**config.mk**
```make
export PLATFORM = sky130hd
export DESIGN_NAME = unique_value_set_table_top
export DESIGN_NICKNAME = d
export VERILOG_FILES = /design/src/rtl/core/usvt_pkg.sv /design/src/rtl/core/unique_value_set_table_top.sv
export SDC_FILE = /design/constraint.sdc
export NUM_CORES = 2
export LEC_CHECK = 0
export BUFFER_PORTS_ARGS = -buffer_cell sky130_fd_sc_hd__buf_2
export CAP_MARGIN = 0
export CORE_UTILIZATION = 60
export DETAILED_ROUTE_END_ITERATION = 12
export GPL_TIMING_DRIVEN = 0
export PLACE_DENSITY = 0.81
export SYNTH_ARGS = -nofsm -noshare
export SYNTH_HDL_FRONTEND = slang
export SYNTH_SLANG_ARGS = --single-unit
export TNS_END_PERCENT = 5
```
**constraint.sdc**
```tcl
create_clock -name clk -period 7.15 [get_ports clk]
set_input_delay 1.43 -clock clk [delete_from_list [all_inputs] [get_ports clk]]
set_output_delay 1.43 -clock clk [all_outputs]
set_load 0.1 [all_outputs]
```
**src/rtl/core/usvt_pkg.sv**
```systemverilog
// Shared constants and codes for the unique value set table.
package usvt_pkg;

  localparam int unsigned DEF_STORE_DEPTH = 64;

  localparam int unsigned VAL_W   = 32;
  localparam int unsigned LIMIT_W = 7;
  localparam int unsigned SLOT_W  = 6;
  localparam int unsigned COUNT_W = 7;

  // Operation codes on func.
  localparam logic FUNC_ADD    = 1'b0;
  localparam logic FUNC_LOOKUP = 1'b1;

  localparam logic [LIMIT_W-1:0] CAPACITY_RESET = LIMIT_W'(64);

endpackage

```
**src/rtl/core/unique_value_set_table_top.sv**
```systemverilog
// Top level of the unique value set table: store, scan sequencer and result register.
// Keeps a set of distinct 32-bit values in a store that fills from slot 0.
// Each input beat is an add (func 0) or a lookup (func 1) and yields one
// result beat. The stored values are held in a memory with one read port,
// read one slot per cycle and checked against the item by one comparator,
// in slot order, so the first match gives the slot. When the value is
// absent, every stored slot is read; the item then passes the append step
// and the result step, where the result is loaded once the output register
// is free. A match stops the scan early and the result comes sooner. The
// next input beat can be taken in the cycle after the result is loaded. The
// memory read port and the single comparator set the pace. An add is appended
// in the cycle after the scan, only when the value is absent and the count is
// below the smaller of capacity_limit and STORE_DEPTH. in_stall is high while
// an item is in work; a finished result sits in the output register, so a new
// item may be taken while the previous result waits, and only the hand-over of
// the next result waits on out_stall. Lowering the capacity limit below the
// count keeps the held values and reads as full. The user must write the
// capacity register only while the block is idle; the block does not enforce
// this. cfg_ready is always high. The store needs no clearing: only slots below
// the count are ever read, and each was written by an add.
module unique_value_set_table_top
  import usvt_pkg::*;
#(
  parameter int unsigned STORE_DEPTH = DEF_STORE_DEPTH
) (
  input  logic                     clk,
  input  logic                     rst,
  // configuration: capacity limit
  input  logic                     cfg_valid,
  output logic                     cfg_ready,
  input  logic [LIMIT_W-1:0]       cfg_data,
  // input beats
  input  logic                     in_valid,
  output logic                     in_stall,
  input  logic                     func,
  input  logic signed [VAL_W-1:0]  element_value,
  // result beats
  output logic                     out_valid,
  input  logic                     out_stall,
  output logic                     added,
  output logic                     present,
  output logic [SLOT_W-1:0]        slot_index,
  output logic [COUNT_W-1:0]       member_count,
  output logic                     is_full,
  output logic                     is_empty
);

  localparam int unsigned CW = $clog2(STORE_DEPTH + 1);
  localparam int unsigned AW = (STORE_DEPTH > 1) ? $clog2(STORE_DEPTH) : 1;
  localparam int unsigned LW = (CW > LIMIT_W) ? CW : LIMIT_W;

  localparam logic [1:0] ST_IDLE = 2'd0;
  localparam logic [1:0] ST_SCAN = 2'd1;
  localparam logic [1:0] ST_FIN  = 2'd2;
  localparam logic [1:0] ST_DONE = 2'd3;

  logic [1:0]          state, state_next;
  logic [LIMIT_W-1:0]  capacity_limit;
  logic [CW-1:0]       fill_count;

  // item in work
  logic                op;
  logic [VAL_W-1:0]    val;
  logic [CW-1:0]       scan_cnt;
  logic [CW-1:0]       addr_cnt;
  logic                rd_vld;
  logic [CW-1:0]       rd_slot;
  logic [VAL_W-1:0]    rd_data;
  logic                found;
  logic [CW-1:0]       slot;
  logic                add_ok;
  // remembers whether the append went through
  logic                add_ok_done;

  logic [VAL_W-1:0]    value_store [STORE_DEPTH];

  logic                in_acc, out_free;
  logic                issue, hit_now;
  logic [LW-1:0]       eff_limit;
  logic                full_pre, full_post;

  assign cfg_ready = 1'b1;
  assign in_stall  = (state != ST_IDLE);
  assign in_acc    = in_valid && !in_stall;
  assign out_free  = !out_valid || !out_stall;

  // effective limit: smaller of the register and the store depth
  always_comb begin
    if (LW'(capacity_limit) >= LW'(STORE_DEPTH)) begin
      eff_limit = LW'(STORE_DEPTH);
    end else begin
      eff_limit = LW'(capacity_limit);
    end
  end

  assign full_pre  = LW'(fill_count) >= eff_limit;
  assign full_post = LW'(fill_count) >= eff_limit;

  assign issue   = (state == ST_SCAN) && (addr_cnt < scan_cnt) && !hit_now;
  assign hit_now = (state == ST_SCAN) && rd_vld && (rd_data == val);

  always_comb begin
    state_next = state;
    unique case (state)
      ST_IDLE: begin
        if (in_acc) begin
          state_next = ST_SCAN;
        end
      end
      ST_SCAN: begin
        if (hit_now || (addr_cnt == scan_cnt)) begin
          state_next = ST_FIN;
        end
      end
      ST_FIN: begin
        state_next = ST_DONE;
      end
      ST_DONE: begin
        if (out_free) begin
          state_next = ST_IDLE;
        end
      end
      default: begin
        state_next = ST_IDLE;
      end
    endcase
  end

  // control state
  always_ff @(posedge clk) begin
    if (rst) begin
      state          <= ST_IDLE;
      capacity_limit <= CAPACITY_RESET;
      fill_count     <= '0;
      rd_vld         <= 1'b0;
      out_valid      <= 1'b0;
    end else begin
      state  <= state_next;
      rd_vld <= issue;
      if (cfg_valid && cfg_ready) begin
        capacity_limit <= cfg_data;
      end
      if (state == ST_FIN && add_ok) begin
        fill_count <= fill_count + CW'(1);
      end
      if (state == ST_DONE && out_free) begin
        out_valid <= 1'b1;
      end else if (out_valid && !out_stall) begin
        out_valid <= 1'b0;
      end
    end
  end

  // scan datapath
  always_ff @(posedge clk) begin
    if (in_acc) begin
      op       <= func;
      val      <= element_value;
      scan_cnt <= fill_count;
      addr_cnt <= '0;
      found    <= 1'b0;
      slot     <= '0;
    end else if (state == ST_SCAN) begin
      if (issue) begin
        addr_cnt <= addr_cnt + CW'(1);
      end
      if (hit_now) begin
        found <= 1'b1;
        slot  <= rd_slot;
      end
    end
    if (issue) begin
      rd_slot <= addr_cnt;
    end
    if (state == ST_FIN) begin
      add_ok <= 1'b0;
    end else begin
      add_ok <= (op == FUNC_ADD) && !full_pre && !found && !hit_now;
    end
  end

  // value store: one write, one registered read
  always_ff @(posedge clk) begin
    if (state == ST_FIN && add_ok) begin
      value_store[fill_count[AW-1:0]] <= val;
    end
    if (issue) begin
      rd_data <= value_store[addr_cnt[AW-1:0]];
    end
  end

  // result register
  always_ff @(posedge clk) begin
    if (state == ST_DONE && out_free) begin
      added        <= add_ok_done;
      present      <= found;
      slot_index   <= SLOT_W'(slot);
      member_count <= COUNT_W'(fill_count);
      is_full      <= full_post;
      is_empty     <= (fill_count == '0);
    end
  end

  always_ff @(posedge clk) begin
    if (state == ST_FIN) begin
      add_ok_done <= add_ok;
    end
  end

endmodule

```
==> out/metrics.yaml <==
logic_synthesis:
  synth.net_count: 3530
  ys.flop_type: "sky130_fd_sc_hd__edfxtp_1"
  synthCells: 3463
  synthesis.area_um2: 83000
  ys_top_cells_by_area: "sky130_fd_sc_hd__edfxtp_1 (78%), sky130_fd_sc_hd__mux4_2 (17%), sky130_fd_sc_hd__dfxtp_1 (0.80%)"
  yosys-top-cells-count: "sky130_fd_sc_hd__edfxtp_1 (2144), sky130_fd_sc_hd__mux4_2 (619), sky130_fd_sc_hd__nor2_1 (95)"
  yosys.cell_types.count: 54
  post_synthesis_sequential_element_count: 2177
  synth_warnings: 0
  seq_area_frac_synth_pct: 78.4
  synthArstFlopShare_pct: 0
  syn_avg_cell_area_um2: 24.0
  synth-edff-count: 2144
  netlist.area_leader.share_pct: 77.6
  synthDominantAreaCellType: "sky130_fd_sc_hd__edfxtp_1"
  most_common_cell_in_the_synthesized_netlist: "sky130_fd_sc_hd__edfxtp_1"
min_path:
  worst_hold_path_type: "reg2reg"
cts:
  worst_skew_pair.late_latency_ps: 860
  cts-root-buf: "sky130_fd_sc_hd__clkbuf_16"
  postCtsResizedCells: 0
  cts.path.max_buffers: 3
  cts_tree: "yes"
  path_clk_slew_ps: 80
  clock-sinks: 2177
  cts.hold.buffers_added: 0
  cts_made_buffers: 197
  cts_setup_buffers: 0
  clock_tree.htree_level_count: 4
floorplan:
  initial_utilization_pct: 60.4
  die_area_um2: 140000
  fp.dieH_um: 374
  floorplan_core_area_um2: 137000
  ios: 65
  die_w_um: 374
  core.rowCount: 136
detailed_routing:
  drt_pass1_iterations: 12
  drt_wl_total_um: 270000
  route.antenna.remaining_nets: 0
  remaining_drc_errors: 4
  routed_via_density: 7.85
  dr_total_vias: 45800
  drt-wirelength-per-cell_um: 46.3
  detailedRoute.firstIterationViolations: 9363
grt:
  antenna_found_initial: 17
  overflow_left_after_global_routing: 0
  grt_max_degree: 42
  gr-usage-met3_pct: 13.2
  grt_usage_pct: 39.2
  gr-usage-met2_pct: 60.4
  grt_pass1_wl_um: 368000
  first_global_vias: 45000
  grt_busiest_layer: "met2"
  globalRouteMet1Util_pct: 46.2
timing:
  finalCritPeriodShare_pct: 68.3
  setup_viol: 0
  timing.final.max_slew_violations: 0
  final-hold-violation-count: 0
  timing.max_slew.rel_slack_pct: 6.32
  min_period_ps: 4880
  setup_repair_after_global_routing_missed_its_margin: "false"
  worstMarginPinSlew_ps: 1410
  tns_ps: 0
  maxClockFrequency_ghz: 0.205
  hold_ws_ps: 433
  fin_worst_skew_ps: 42.9
power:
  static_leakage_nw: 29.2
  power_mw: 32.6
  powerDensity_nw_per_um2: 342
  vdd_drop_max_mv: 0.281
setup_path:
  required_ps: 7660
  worst-setup-path-type: "reg2reg"
  cp-end-kind: "register"
  path_max_fanout: 10
  setup.worst_path.start_class: "register"
  critical_path_arrival_ps: 5390
status:
  outcome: "finished with violations"
  violations_in_the_final_reports: "design-rule violations"
finish:
  area_delta_synth_final_pct: 15.1
  postLayoutCoreUtil_pct: 69.6
  finalNetCount: 3923
  nFillCells: 7088
  drive_gt1_share_pct: 31.4
placement:
  number_of_input_and_output_port_buffers_inserted: 61
  post-dp-hpwl_um: 148000
  finalWeightedCongestion: 0.956
job:
  maxCapViolCount: 0
layer usage:
metal | routed length [um] | vias up
met3 | 40900 | 1494
met5 | 227 | -
met4 | 25900 | 24
li1 | - | 15700
met2 | 125000 | 5592
met1 | 78300 | 23000
cells in the final DEF, fill, tap and decap left out, types with 20 or more instances in the layout:
master                      synthesis  routed
sky130_fd_sc_hd__edfxtp_1        2144    2144
sky130_fd_sc_hd__mux4_2           619     619
sky130_fd_sc_hd__clkbuf_16          0     203
sky130_fd_sc_hd__clkbuf_1          82     115
sky130_fd_sc_hd__buf_2             51     112
sky130_fd_sc_hd__nand2_1           67      67
sky130_fd_sc_hd__buf_12             0      66
sky130_fd_sc_hd__nor2_4             0      64
sky130_fd_sc_hd__buf_16             0      61
sky130_fd_sc_hd__clkinv_1           0      50
sky130_fd_sc_hd__a22oi_1           46      46
sky130_fd_sc_hd__clkinv_2           0      39
sky130_fd_sc_hd__dfxtp_1           33      33
sky130_fd_sc_hd__nor2_1            95      31
sky130_fd_sc_hd__xor2_1            27      27
sky130_fd_sc_hd__mux2i_1           25      25
sky130_fd_sc_hd__buf_4             24      24
sky130_fd_sc_hd__ha_1              22      22
sky130_fd_sc_hd__bufinv_16          0      20
cells by family after synthesis:
kind of cell / synth area share [%]
flip-flops: 78.4
multiplexers: 17.3
AND/OR/NAND/NOR: 1.33
buffers and inverters: 1.10
AO/OA/AOI/OAI: 1.11
XOR/XNOR: 0.380
adder cells (fa/ha/maj): 0.332
other: 0.00452
report_power, final:
part | switching (mW) | total, mW | internal (mW)
Clock | 4.95 | 10.9 | 5.94
Sequential | 0.252 | 15.0 | 14.7
Combinational | 4.08 | 6.74 | 2.66
stage by stage:
stage / instance area [um2] / instances / setup slack, ps
5_1_grt: 95500 / 5821 / 2350
2_1_floorplan: 83000 / 3463 / 3790
6_report: 95500 / 5827 / 2270
3_3_place_gp: 85500 / 5318 / 1580
3_5_place_dp: 89100 / 5451 / 2630
4_1_cts: 95500 / 5819 / 2460
critical path, stage by stage (launching register included):
cell and delay (ps):
sky130_fd_sc_hd__dfxtp_1 480, sky130_fd_sc_hd__buf_4 250, sky130_fd_sc_hd__clkbuf_1 1000, sky130_fd_sc_hd__clkbuf_1 730, sky130_fd_sc_hd__mux4_2 440, sky130_fd_sc_hd__mux4_2 560
sky130_fd_sc_hd__a22oi_1 620, sky130_fd_sc_hd__nand2_1 400
worst paths after layout:
kind / from / end / slack, ps / cells after the start
setup / recovery: addr_cnt[1] / rd_data[17] / 2270 / 7
hold / removal: found / present / 430 / 0
setup reg to reg: addr_cnt[1] / rd_data[17] / 2270 / 7
hold reg to reg: found / present / 430 / 0
layout make-up:
class	count	area, um2	area share, %
tap	1794	2240	2.35
inverter	16	60.1	0.0629
clock buffer	241	5240	5.49
clock inverter	127	1160	1.22
timing repair buffer	194	3390	3.55
multi-input combinational	1094	17500	18.3
sequential	2177	65000	68.1
buffer	176	858	0.899
antenna	8	20.0	0.0210
state kept, by name, summed over array words and instances, names as in the netlist, 2 cells and up:
register / cells
slot: 6
scan_cnt: 7
value_store: 2048
member_count: 7
addr_cnt: 7
state: 2
fill_count: 7
capacity_limit: 7
val: 32
slot_index: 6
rd_slot: 6
rd_data: 32
Power figures use the tool's default switching activity.
